$ cat src/hdl/ebf_pkg.sv
// shared codes and widths for the edge list shortest path engine
// no dependencies; imported by ebf top level
`default_nettype none

package ebf_pkg;

   localparam int ACTION_BITS = 2;
   localparam int STATUS_BITS = 3;
   localparam int DIST_BITS   = 24;

   localparam logic [ACTION_BITS-1:0] ACT_ADD   = 2'd0;
   localparam logic [ACTION_BITS-1:0] ACT_DEL   = 2'd1;
   localparam logic [ACTION_BITS-1:0] ACT_SOLVE = 2'd2;

   localparam logic [STATUS_BITS-1:0] ST_OK        = 3'd0;
   localparam logic [STATUS_BITS-1:0] ST_RANGE     = 3'd1;
   localparam logic [STATUS_BITS-1:0] ST_EXISTS    = 3'd2;
   localparam logic [STATUS_BITS-1:0] ST_FULL      = 3'd3;
   localparam logic [STATUS_BITS-1:0] ST_NOT_FOUND = 3'd4;

   localparam logic [0:0] REG_DIRECTED = 1'd0;
   localparam logic [0:0] REG_VCOUNT   = 1'd1;

   localparam logic signed [DIST_BITS-1:0] DIST_MAX = 24'sh7FFFFF;
   localparam logic signed [DIST_BITS-1:0] DIST_MIN = 24'sh800000;

endpackage

`default_nettype wire

$ cat src/hdl/edge_list_bellman_ford_top.sv
// edge list bellman-ford engine: edit sequencer, relaxation loop, result emitter
// depends on ebf_pkg and ebf_ram
//
// channel   direction  handshake              payload
// req       in         start & !busy          action, from_vertex, to_vertex, edge_weight
// rsp       out        rsp_valid (one cycle)  status, vertex_index, reachable, distance,
//                                             predecessor, last
// csr       in         csr_valid & csr_ready  csr_index, csr_wdata
//
// delete and add scan the store with one edge memory read per entry; a directed add then
// writes one entry and an undirected add two
// solve clears the vertex table, runs n-1 passes over the store (none with an empty store),
// then emits one result per vertex: each entry costs an edge read then a vertex table read
// and write back; range errors and reserved actions answer next
// synchronous reset clears the edge count and control registers; payload registers and memories are not cleared
// busy drops at the edge that registers the last result; results cannot be stalled
`default_nettype none

module edge_list_bellman_ford_top #(
   parameter int MAX_VERTICES = 16,
   parameter int MAX_ENTRIES  = 64,
   parameter int WEIGHT_BITS  = 16
) (
   input  wire logic                                    clock,
   input  wire logic                                    reset,
   input  wire logic                                    start,
   output logic                                         busy,
   input  wire logic [ebf_pkg::ACTION_BITS-1:0]         req_action,
   input  wire logic [$clog2(MAX_VERTICES)-1:0]         req_from_vertex,
   input  wire logic [$clog2(MAX_VERTICES)-1:0]         req_to_vertex,
   input  wire logic signed [WEIGHT_BITS-1:0]           req_edge_weight,
   output logic                                         rsp_valid,
   output logic [ebf_pkg::STATUS_BITS-1:0]              rsp_status,
   output logic [$clog2(MAX_VERTICES)-1:0]              rsp_vertex_index,
   output logic                                         rsp_reachable,
   output logic signed [ebf_pkg::DIST_BITS-1:0]         rsp_distance,
   output logic [$clog2(MAX_VERTICES)-1:0]              rsp_predecessor,
   output logic                                         rsp_last,
   input  wire logic                                    csr_valid,
   output logic                                         csr_ready,
   input  wire logic [0:0]                              csr_index,
   input  wire logic [$clog2(MAX_VERTICES+1)-1:0]       csr_wdata
);

   import ebf_pkg::*;

   localparam int VB  = $clog2(MAX_VERTICES);
   localparam int CW  = $clog2(MAX_VERTICES + 1);
   localparam int EAW = $clog2(MAX_ENTRIES);
   localparam int EIW = $clog2(MAX_ENTRIES + 1);
   localparam int VW  = VB + 1 + DIST_BITS;
   localparam int EW  = 2 * VB + WEIGHT_BITS;
   localparam int SW  = ((WEIGHT_BITS > DIST_BITS) ? WEIGHT_BITS : DIST_BITS) + 1;

   localparam logic [3:0] S_IDLE       = 4'd0;
   localparam logic [3:0] S_SCAN       = 4'd1;
   localparam logic [3:0] S_ADD_WR1    = 4'd2;
   localparam logic [3:0] S_ADD_WR2    = 4'd3;
   localparam logic [3:0] S_INIT       = 4'd4;
   localparam logic [3:0] S_PASS_START = 4'd5;
   localparam logic [3:0] S_RELAX_A    = 4'd6;
   localparam logic [3:0] S_RELAX_B    = 4'd7;
   localparam logic [3:0] S_EMIT_RD    = 4'd8;
   localparam logic [3:0] S_EMIT       = 4'd9;

   // control and configuration registers
   logic [3:0]             state_ff, state_in;
   logic                   directed_ff, directed_in;
   logic [CW-1:0]          vcount_ff, vcount_in;
   logic [EIW-1:0]         count_ff, count_in;
   logic [EIW-1:0]         rd_idx_ff, rd_idx_in;
   logic                   pv_ff, pv_in;
   logic [EIW-1:0]         keep_ff, keep_in;
   logic                   found_ff, found_in;
   logic [EIW-1:0]         e_idx_ff, e_idx_in;
   logic [CW-1:0]          pass_ff, pass_in;
   logic [CW-1:0]          v_idx_ff, v_idx_in;
   logic                   rsp_valid_ff, rsp_valid_in;

   // item payload and relaxation operands
   logic [ACTION_BITS-1:0] act_ff, act_in;
   logic [VB-1:0]          a_ff, a_in;
   logic [VB-1:0]          b_ff, b_in;
   logic [WEIGHT_BITS-1:0] w_ff, w_in;
   logic [VB-1:0]          ra_ff, ra_in;
   logic [VB-1:0]          rb_ff, rb_in;
   logic [WEIGHT_BITS-1:0] rw_ff, rw_in;

   logic [STATUS_BITS-1:0]       rsp_status_ff, rsp_status_in;
   logic [VB-1:0]                rsp_vidx_ff, rsp_vidx_in;
   logic                         rsp_reach_ff, rsp_reach_in;
   logic signed [DIST_BITS-1:0]  rsp_dist_ff, rsp_dist_in;
   logic [VB-1:0]                rsp_pred_ff, rsp_pred_in;
   logic                         rsp_last_ff, rsp_last_in;

   // memory ports
   logic           e_we, e_re;
   logic [EAW-1:0] e_waddr, e_raddr;
   logic [EW-1:0]  e_wdata, e_rdata;
   logic           v_we, v0_re, v1_re;
   logic [VB-1:0]  v_waddr, v0_raddr, v1_raddr;
   logic [VW-1:0]  v_wdata, v0_rdata, v1_rdata;

   logic [CW-1:0]                n_cnt;
   logic [VB-1:0]                e_from, e_to;
   logic                         hit;
   logic                         full;
   logic signed [DIST_BITS-1:0]  dist_a, dist_b, cand;
   logic                         reach_a, reach_b, edge_ok, improve;
   logic signed [SW-1:0]         sum;

   ebf_ram #(.WIDTH(EW), .DEPTH(MAX_ENTRIES)) u_edges (
      .clock   (clock),
      .wr_en   (e_we),
      .wr_addr (e_waddr),
      .wr_data (e_wdata),
      .rd_en   (e_re),
      .rd_addr (e_raddr),
      .rd_data (e_rdata)
   );

   // two copies of the vertex table so source and target are read in the same cycle
   ebf_ram #(.WIDTH(VW), .DEPTH(MAX_VERTICES)) u_vtx_src (
      .clock   (clock),
      .wr_en   (v_we),
      .wr_addr (v_waddr),
      .wr_data (v_wdata),
      .rd_en   (v0_re),
      .rd_addr (v0_raddr),
      .rd_data (v0_rdata)
   );

   ebf_ram #(.WIDTH(VW), .DEPTH(MAX_VERTICES)) u_vtx_dst (
      .clock   (clock),
      .wr_en   (v_we),
      .wr_addr (v_waddr),
      .wr_data (v_wdata),
      .rd_en   (v1_re),
      .rd_addr (v1_raddr),
      .rd_data (v1_rdata)
   );

   always_comb begin
      if (vcount_ff == '0) begin
         n_cnt = CW'(1);
      end else if (vcount_ff > CW'(MAX_VERTICES)) begin
         n_cnt = CW'(MAX_VERTICES);
      end else begin
         n_cnt = vcount_ff;
      end
   end

   assign e_from = e_rdata[EW-1 -: VB];
   assign e_to   = e_rdata[EW-VB-1 -: VB];
   assign hit    = ((e_from == a_ff) && (e_to == b_ff)) ||
                   (!directed_ff && (e_from == b_ff) && (e_to == a_ff));
   assign full   = ((EIW+1)'(count_ff) + (directed_ff ? (EIW+1)'(1) : (EIW+1)'(2)))
                   > (EIW+1)'(MAX_ENTRIES);

   // relaxation datapath, vertex word is {predecessor, reached, distance}
   assign dist_a  = v0_rdata[DIST_BITS-1:0];
   assign reach_a = v0_rdata[DIST_BITS];
   assign dist_b  = v1_rdata[DIST_BITS-1:0];
   assign reach_b = v1_rdata[DIST_BITS];
   assign sum     = SW'(dist_a) + SW'($signed(rw_ff));
   always_comb begin
      if (sum > SW'(DIST_MAX)) begin
         cand = DIST_MAX;
      end else if (sum < SW'(DIST_MIN)) begin
         cand = DIST_MIN;
      end else begin
         cand = sum[DIST_BITS-1:0];
      end
   end
   assign edge_ok = (CW'(ra_ff) < n_cnt) && (CW'(rb_ff) < n_cnt) && reach_a;
   assign improve = edge_ok && (!reach_b || (cand < dist_b));

   always_comb begin
      state_in      = state_ff;
      directed_in   = directed_ff;
      vcount_in     = vcount_ff;
      count_in      = count_ff;
      rd_idx_in     = rd_idx_ff;
      pv_in         = 1'b0;
      keep_in       = keep_ff;
      found_in      = found_ff;
      e_idx_in      = e_idx_ff;
      pass_in       = pass_ff;
      v_idx_in      = v_idx_ff;
      act_in        = act_ff;
      a_in          = a_ff;
      b_in          = b_ff;
      w_in          = w_ff;
      ra_in         = ra_ff;
      rb_in         = rb_ff;
      rw_in         = rw_ff;
      rsp_valid_in  = 1'b0;
      rsp_status_in = ST_OK;
      rsp_vidx_in   = '0;
      rsp_reach_in  = 1'b0;
      rsp_dist_in   = '0;
      rsp_pred_in   = '0;
      rsp_last_in   = 1'b1;
      e_we          = 1'b0;
      e_waddr       = count_ff[EAW-1:0];
      e_wdata       = {a_ff, b_ff, w_ff};
      e_re          = 1'b0;
      e_raddr       = rd_idx_ff[EAW-1:0];
      v_we          = 1'b0;
      v_waddr       = v_idx_ff[VB-1:0];
      v_wdata       = '0;
      v0_re         = 1'b0;
      v0_raddr      = e_from;
      v1_re         = 1'b0;
      v1_raddr      = e_to;

      if (csr_valid) begin
         case (csr_index)
            REG_DIRECTED: directed_in = csr_wdata[0];
            REG_VCOUNT:   vcount_in   = csr_wdata;
            default:      ;
         endcase
      end

      case (state_ff)
         S_IDLE: begin
            if (start) begin
               act_in = req_action;
               a_in   = req_from_vertex;
               b_in   = req_to_vertex;
               w_in   = req_edge_weight;
               if (req_action == ACT_SOLVE) begin
                  if (CW'(req_from_vertex) >= n_cnt) begin
                     rsp_valid_in  = 1'b1;
                     rsp_status_in = ST_RANGE;
                  end else begin
                     v_idx_in = '0;
                     state_in = S_INIT;
                  end
               end else if (req_action != ACT_ADD && req_action != ACT_DEL) begin
                  rsp_valid_in = 1'b1;
               end else if (CW'(req_from_vertex) >= n_cnt ||
                            CW'(req_to_vertex) >= n_cnt) begin
                  rsp_valid_in  = 1'b1;
                  rsp_status_in = ST_RANGE;
               end else begin
                  rd_idx_in = '0;
                  keep_in   = '0;
                  found_in  = 1'b0;
                  state_in  = S_SCAN;
               end
            end
         end

         S_SCAN: begin
            // read one entry a cycle, check it the cycle after
            if (rd_idx_ff != count_ff) begin
               e_re      = 1'b1;
               rd_idx_in = rd_idx_ff + EIW'(1);
               pv_in     = 1'b1;
            end
            if (pv_ff) begin
               if (hit) begin
                  found_in = 1'b1;
               end else if (act_ff == ACT_DEL) begin
                  // compacting write lands at or below the entry just read
                  e_we    = 1'b1;
                  e_waddr = keep_ff[EAW-1:0];
                  e_wdata = e_rdata;
                  keep_in = keep_ff + EIW'(1);
               end
            end else if (rd_idx_ff == count_ff) begin
               if (act_ff == ACT_DEL) begin
                  count_in      = keep_ff;
                  rsp_valid_in  = 1'b1;
                  rsp_status_in = found_ff ? ST_OK : ST_NOT_FOUND;
                  state_in      = S_IDLE;
               end else if (found_ff) begin
                  rsp_valid_in  = 1'b1;
                  rsp_status_in = ST_EXISTS;
                  state_in      = S_IDLE;
               end else if (full) begin
                  rsp_valid_in  = 1'b1;
                  rsp_status_in = ST_FULL;
                  state_in      = S_IDLE;
               end else begin
                  state_in = S_ADD_WR1;
               end
            end
         end

         S_ADD_WR1: begin
            e_we     = 1'b1;
            count_in = count_ff + EIW'(1);
            if (directed_ff) begin
               rsp_valid_in = 1'b1;
               state_in     = S_IDLE;
            end else begin
               state_in = S_ADD_WR2;
            end
         end

         S_ADD_WR2: begin
            e_we         = 1'b1;
            e_wdata      = {b_ff, a_ff, w_ff};
            count_in     = count_ff + EIW'(1);
            rsp_valid_in = 1'b1;
            state_in     = S_IDLE;
         end

         S_INIT: begin
            // clear the vertex table, only the source starts reached
            v_we     = 1'b1;
            v_wdata  = {VB'(0), (v_idx_ff[VB-1:0] == a_ff), DIST_BITS'(0)};
            v_idx_in = v_idx_ff + CW'(1);
            if (v_idx_ff == CW'(MAX_VERTICES - 1)) begin
               pass_in  = CW'(1);
               state_in = S_PASS_START;
            end
         end

         S_PASS_START: begin
            if (pass_ff < n_cnt && count_ff != '0) begin
               e_re     = 1'b1;
               e_raddr  = '0;
               e_idx_in = '0;
               state_in = S_RELAX_A;
            end else begin
               v_idx_in = '0;
               state_in = S_EMIT_RD;
            end
         end

         S_RELAX_A: begin
            ra_in = e_from;
            rb_in = e_to;
            rw_in = e_rdata[WEIGHT_BITS-1:0];
            v0_re = 1'b1;
            v1_re = 1'b1;
            if ((e_idx_ff + EIW'(1)) != count_ff) begin
               e_re    = 1'b1;
               e_raddr = EAW'(e_idx_ff + EIW'(1));
            end
            state_in = S_RELAX_B;
         end

         S_RELAX_B: begin
            // write back lands before the next entry reads the table
            if (improve) begin
               v_we    = 1'b1;
               v_waddr = rb_ff;
               v_wdata = {ra_ff, 1'b1, cand};
            end
            if ((e_idx_ff + EIW'(1)) == count_ff) begin
               pass_in  = pass_ff + CW'(1);
               state_in = S_PASS_START;
            end else begin
               e_idx_in = e_idx_ff + EIW'(1);
               state_in = S_RELAX_A;
            end
         end

         S_EMIT_RD: begin
            v0_re    = 1'b1;
            v0_raddr = '0;
            state_in = S_EMIT;
         end

         S_EMIT: begin
            rsp_valid_in = 1'b1;
            rsp_vidx_in  = v_idx_ff[VB-1:0];
            rsp_reach_in = v0_rdata[DIST_BITS];
            rsp_dist_in  = v0_rdata[DIST_BITS] ? v0_rdata[DIST_BITS-1:0] : '0;
            rsp_pred_in  = v0_rdata[DIST_BITS] ? v0_rdata[VW-1 -: VB] : '0;
            rsp_last_in  = (v_idx_ff == n_cnt - CW'(1));
            v_idx_in     = v_idx_ff + CW'(1);
            if (v_idx_ff == n_cnt - CW'(1)) begin
               state_in = S_IDLE;
            end else begin
               v0_re    = 1'b1;
               v0_raddr = VB'(v_idx_ff + CW'(1));
            end
         end

         default: begin
            state_in = S_IDLE;
         end
      endcase
   end

   always_ff @(posedge clock) begin
      if (reset) begin
         state_ff     <= S_IDLE;
         directed_ff  <= 1'b1;
         vcount_ff    <= CW'(MAX_VERTICES);
         count_ff     <= '0;
         rd_idx_ff    <= '0;
         pv_ff        <= 1'b0;
         keep_ff      <= '0;
         found_ff     <= 1'b0;
         e_idx_ff     <= '0;
         pass_ff      <= '0;
         v_idx_ff     <= '0;
         rsp_valid_ff <= 1'b0;
      end else begin
         state_ff     <= state_in;
         directed_ff  <= directed_in;
         vcount_ff    <= vcount_in;
         count_ff     <= count_in;
         rd_idx_ff    <= rd_idx_in;
         pv_ff        <= pv_in;
         keep_ff      <= keep_in;
         found_ff     <= found_in;
         e_idx_ff     <= e_idx_in;
         pass_ff      <= pass_in;
         v_idx_ff     <= v_idx_in;
         rsp_valid_ff <= rsp_valid_in;
      end
   end

   always_ff @(posedge clock) begin
      act_ff        <= act_in;
      a_ff          <= a_in;
      b_ff          <= b_in;
      w_ff          <= w_in;
      ra_ff         <= ra_in;
      rb_ff         <= rb_in;
      rw_ff         <= rw_in;
      rsp_status_ff <= rsp_status_in;
      rsp_vidx_ff   <= rsp_vidx_in;
      rsp_reach_ff  <= rsp_reach_in;
      rsp_dist_ff   <= rsp_dist_in;
      rsp_pred_ff   <= rsp_pred_in;
      rsp_last_ff   <= rsp_last_in;
   end

   assign busy             = (state_ff != S_IDLE);
   assign csr_ready        = 1'b1;
   assign rsp_valid        = rsp_valid_ff;
   assign rsp_status       = rsp_status_ff;
   assign rsp_vertex_index = rsp_vidx_ff;
   assign rsp_reachable    = rsp_reach_ff;
   assign rsp_distance     = rsp_dist_ff;
   assign rsp_predecessor  = rsp_pred_ff;
   assign rsp_last         = rsp_last_ff;

endmodule

`default_nettype wire

$ cat src/hdl/ebf_ram.sv
// generic single write port, single read port ram with registered read data
// no dependencies; used for the edge list and the vertex tables
`default_nettype none

module ebf_ram #(
   parameter int WIDTH = 8,
   parameter int DEPTH = 16
) (
   input  wire logic                     clock,
   input  wire logic                     wr_en,
   input  wire logic [$clog2(DEPTH)-1:0] wr_addr,
   input  wire logic [WIDTH-1:0]         wr_data,
   input  wire logic                     rd_en,
   input  wire logic [$clog2(DEPTH)-1:0] rd_addr,
   output logic      [WIDTH-1:0]         rd_data
);

   logic [WIDTH-1:0] mem_ff [DEPTH];
   logic [WIDTH-1:0] rd_data_ff;

   always_ff @(posedge clock) begin
      if (wr_en) begin
         mem_ff[wr_addr] <= wr_data;
      end
      if (rd_en) begin
         rd_data_ff <= mem_ff[rd_addr];
      end
   end

   assign rd_data = rd_data_ff;

endmodule

`default_nettype wire
$ cat config.mk
export PLATFORM = sky130hd
export DESIGN_NAME = edge_list_bellman_ford_top
export DESIGN_NICKNAME = d
export VERILOG_FILES = /design/src/hdl/ebf_pkg.sv /design/src/hdl/edge_list_bellman_ford_top.sv /design/src/hdl/ebf_ram.sv
export SDC_FILE = /design/constraint.sdc
export NUM_CORES = 2
export LEC_CHECK = 0
export BUFFER_PORTS_ARGS = -buffer_cell sky130_fd_sc_hd__buf_2
export CORE_UTILIZATION = 55
export DETAILED_ROUTE_END_ITERATION = 6
export PLACE_DENSITY = 0.77
export RECOVER_POWER = 100
export REMOVE_ABC_BUFFERS = 1
export SKIP_LAST_GASP = 1
export SYNTH_ARGS = -nofsm -noshare
export SYNTH_HDL_FRONTEND = slang
export SYNTH_SLANG_ARGS = --single-unit
$ cat constraint.sdc
create_clock -name clock -period 20.9 [get_ports clock]
set_input_delay 2.09 -clock clock [delete_from_list [all_inputs] [get_ports clock]]
set_output_delay 2.09 -clock clock [all_outputs]
set_load 0.05 [all_outputs]
==> metrics.md <==
| Metric | Value |
|---|---|
| Main synth FF type | edfxtp_1 |
| Failing checks | DRC, capacitance limit, slew limit |
| Critical path's slowest cell | clkbuf_1 |
| Crit path required time | 21.47 ns |
| Vias | roughly 60,000 |
| Synth Area in Adders | 0.01096 |
| Register area | between 60,000 and 70,000 sq um |
| Total GRT Usage | 0.2981 |
| WL per Instance | approximately 28 um |
| Hold_buf cts | 0 |
| Fin area | a little over 100,000 sq um |
| First-pass GRT wire length | around 370,000 um |
| Max Cap Viol | approximately 120 |
| Sequential share of the synthesized area | 0.7117 |
| CP Capture Type | flip-flop |
| GP Congestion | between 0.9 and 1 |
| Drt via density | about 6.5 |
| Final hold violations | 0 |
| Post-synth top area cell | edfxtp_1 |
| Utilization after layout | 0.6135 |
| EDFF count, synth | 2,128 |
| Die Ht | a little over 400 um |
| PD cells | 109.6 nW/um^2 |
| Worst Hold Class | flip-flop to flip-flop |
| FILL cells | 11,840 |
| CP Buf/Inv Count | 2 |
| Overall power | ~11 mW |
| Final setup viols | 0 |
| Residual DRC count | 2 |
| Compound-Gate Fraction of Synth Area | 0.05154 |
| Main combinational cell family by area after synthesis | simple AND/OR/NAND/NOR gates |
| Final hold slack | between 0.4 and 0.5 ns |
| Status | finished, violations left |
| Yosys reg bits | around 2,200 |
| Top post-synthesis cells by area | edfxtp_1 69%, nand2_1 6.8%, nand3_1 3.8% |
| CP peak stage delay | ~3.2 ns |
| Syn_area_per_cell | around 13 sq um |
| Type of origin of the critical path | flip-flop |
| M1 GR Usage | 0.4067 |
| Layout cells sized above 1 | 0.09002 |
| Mapped Area | around 92,000 sq um |
| Worst endpoint data arrival time | around 14 ns |
| Crit path cell chain | ha_1 > nand2b_1 > o21a_1 > a221oi_1 > nand3_1 > nand2_1 > mux2i_1 > clkbuf_1 > clkbuf_1 > nand3_1 > nand4_1 > o22ai_1 > or4_1 |
| Crit path max-delay family | buffers and inverters |
| Pre-CTS setup slack | 12.48 ns |
| Die Wd | between 400 and 500 um |
| Num Clock Sinks | 2,216 |
| Setup ws final | 7.673 ns |
| Pin count of the biggest net entering global routing | ~220 |
| Clk buf depth | 3 |
| Multi-input logic area | between 20,000 and 25,000 sq um |
| Tcrit/Tclk final | 0.6329 |
| Achievable Freq | 75.60 MHz |
| CTS H-tree depth | 4 |
| Post-synth top area share | 0.6926 |
| Setup Skew | around 0.12 ns |
| CP Class | flip-flop to flip-flop |
| Slew Viols, Final | between 4,000 and 5,000 |
| Antenna-violating nets left | 0 |
| Most numerous cell in the Yosys netlist | edfxtp_1 |
| CTS Buf Count | about 210 |
| Num rows | ~150 |
| CP Max Fanout | 70 |
| Leak pwr | 33.95 nW |
| M2 GR Usage | 0.4615 |
| RSZ-0062 raised after global routing | no |
| CP startpoint | e_idx_ff[0] |
| Distinct cells, synth | 83 |
| Min-Delay Startpoint | u_vtx_src.rd_data[27] |
| Clk_lat worst skew | about 0.90 ns |
| Syn-to-layout area delta | 10.20% |
| Die Area | 169,400 sq um |
| Post-DP HPWL | around 150,000 um |
| Ys Warns | 0 |
| Root Driver | clkbuf_16 |
| Vias in the first global route | roughly 58,000 |
| Placed Area | about 95,000 sq um |
| CTS clk-pin slew, worst paths | 0.06 ns |
| Post-CTS Setup Inserts | 0 |
| Synth top cells by count | 2,128 x edfxtp_1, 1,669 x nand2_1, 706 x nand3_1 |
| Async SR Flop Fraction | 0 |
| Slew margin rel. | -4.441 |
| FF-to-FF Start | e_idx_ff[0] |
| IO Pins | 76 |
| Port Buffers | 74 |
| CTS tree | built |
| Core ar. | ~170,000 sq um |
| Drt pass-1 iters | 7 |
| Simple-Gate Fraction of Synth Area | 0.1463 |
| Worst-margin pin slew | a little over 8 ns |
| Post-Route WL | 254,700 um |
| Initial antenna violation count | 20 |
| Gr ovfl total | 0 |
| Final nets | roughly 7,000 |
| Max IR drop VDD | around 110 uV |
| Post-synthesis instance total | approximately 7,000 |
| Final Critical Period | around 13 ns |
| Xor-xnor portion of the synthesized cell area | 0.007933 |
| Most used routing layer | met2 |
| Mux share of post-synthesis cell area | 0.04886 |
| Initial core utilization | 0.5567 |
| Post-cts resize count | 0 |
| DRT iter0 DRCs | just under 10,000 |
| M3 GR Usage | 0.07492 |
## metrics by stage
step | cells | TNS, ns
detailed placement | 8839 | 0
floorplan | 6401 | -169.57
finish | 9241 | 0
global route | 9233 | 0
CTS | 9231 | 0
global placement | 8839 | 0
## metal layers
metal | vias up | part of all wire
met5 | - | 0.000051
met4 | 2 | 0.044
met3 | 605 | 0.13
met2 | 4134 | 0.46
met1 | 29520 | 0.36
li1 | 25710 | -
## power by group
part / leakage (nW) / switching, mW / internal [mW] / total, mW
sequential: 19.9 / 0.0786 / 5.14 / 5.22
clock: 3.43 / 1.68 / 2.19 / 3.87
combinational: 10.6 / 1.50 / 0.557 / 2.05
## cell type report
cell class | count | area share
well taps | 2189 | 0.02694
flip-flops and latches | 2216 | 0.6458
multi-input cells | 4124 | 0.2437
clock buffers | 260 | 0.05518
repair buffers | 250 | 0.01147
diodes | 9 | 0.0002215
clock inverters | 132 | 0.01441
inverters | 61 | 0.002252
## flip-flops by register name (all words and copies together) (netlist names), 7 cells and up
register / flops
rsp_distance: 24
keep_ff: 7
u_edges.mem_ff: 1536
count_ff: 7
rw_ff: 16
u_vtx_src.rd_data: 29
rd_idx_ff: 7
u_edges.rd_data: 24
e_idx_ff: 7
u_vtx_dst.rd_data: 25
w_ff: 16
u_vtx_dst.mem_ff: 464
## cell usage in the layout (no fill, tap or decap), types with 12 or more instances in the layout
| cell type | Yosys | routed |
|---|---|---|
| edfxtp_1 | 2128 | 2128 |
| nand2_1 | 1669 | 1664 |
| nand3_1 | 706 | 706 |
| clkbuf_1 | 241 | 220 |
| clkbuf_16 | 0 | 216 |
| nand4_1 | 186 | 186 |
| mux4_2 | 154 | 154 |
| a21oi_1 | 129 | 129 |
| a211oi_1 | 124 | 124 |
| nor2_1 | 162 | 107 |
| dfxtp_1 | 88 | 88 |
| mux2i_1 | 81 | 79 |
| o22ai_1 | 76 | 76 |
| ha_1 | 76 | 76 |
| a31oi_1 | 69 | 68 |
| inv_1 | 60 | 60 |
| a311oi_1 | 60 | 60 |
| nor2_2 | 0 | 55 |
| o21ai_0 | 50 | 52 |
| xnor2_1 | 52 | 52 |
| and2_1 | 83 | 50 |
| nor2b_1 | 46 | 46 |
| and3_1 | 46 | 46 |
| buf_4 | 5 | 44 |
| clkinv_2 | 0 | 43 |
| clkinv_1 | 1 | 41 |
| and2_0 | 0 | 33 |
| xor2_1 | 29 | 29 |
| a21o_1 | 28 | 28 |
| or4_1 | 25 | 25 |
| nor3_1 | 24 | 24 |
| o2bb2ai_1 | 24 | 24 |
| buf_2 | 143 | 24 |
| a222oi_1 | 23 | 23 |
| nand2b_1 | 22 | 22 |
| bufinv_16 | 0 | 22 |
| a22oi_1 | 15 | 14 |
| or3_1 | 13 | 13 |
| o31ai_1 | 16 | 13 |
| o21a_1 | 12 | 12 |
## worst paths after layout
kind                         end  cells after the start  slack [ns]
max          u_edges.rd_data[10]                     13        7.67
max reg2reg  u_edges.rd_data[10]                     13        7.67
min           rsp_predecessor[2]                      1        0.49
min reg2reg   rsp_predecessor[2]                      1        0.49
## kinds of logic (layout without fill, tap and decap cells)
logic type,Yosys count,in the layout
other,1,10
XOR/XNOR,82,82
buffers and inverters,496,703
flip-flops,2216,2216
AND/OR/NAND/NOR,3022,3022
adder cells (fa/ha/maj),80,80
AO/OA/AOI/OAI,684,684
multiplexers,255,255
Power figures use the tool's default switching activity.
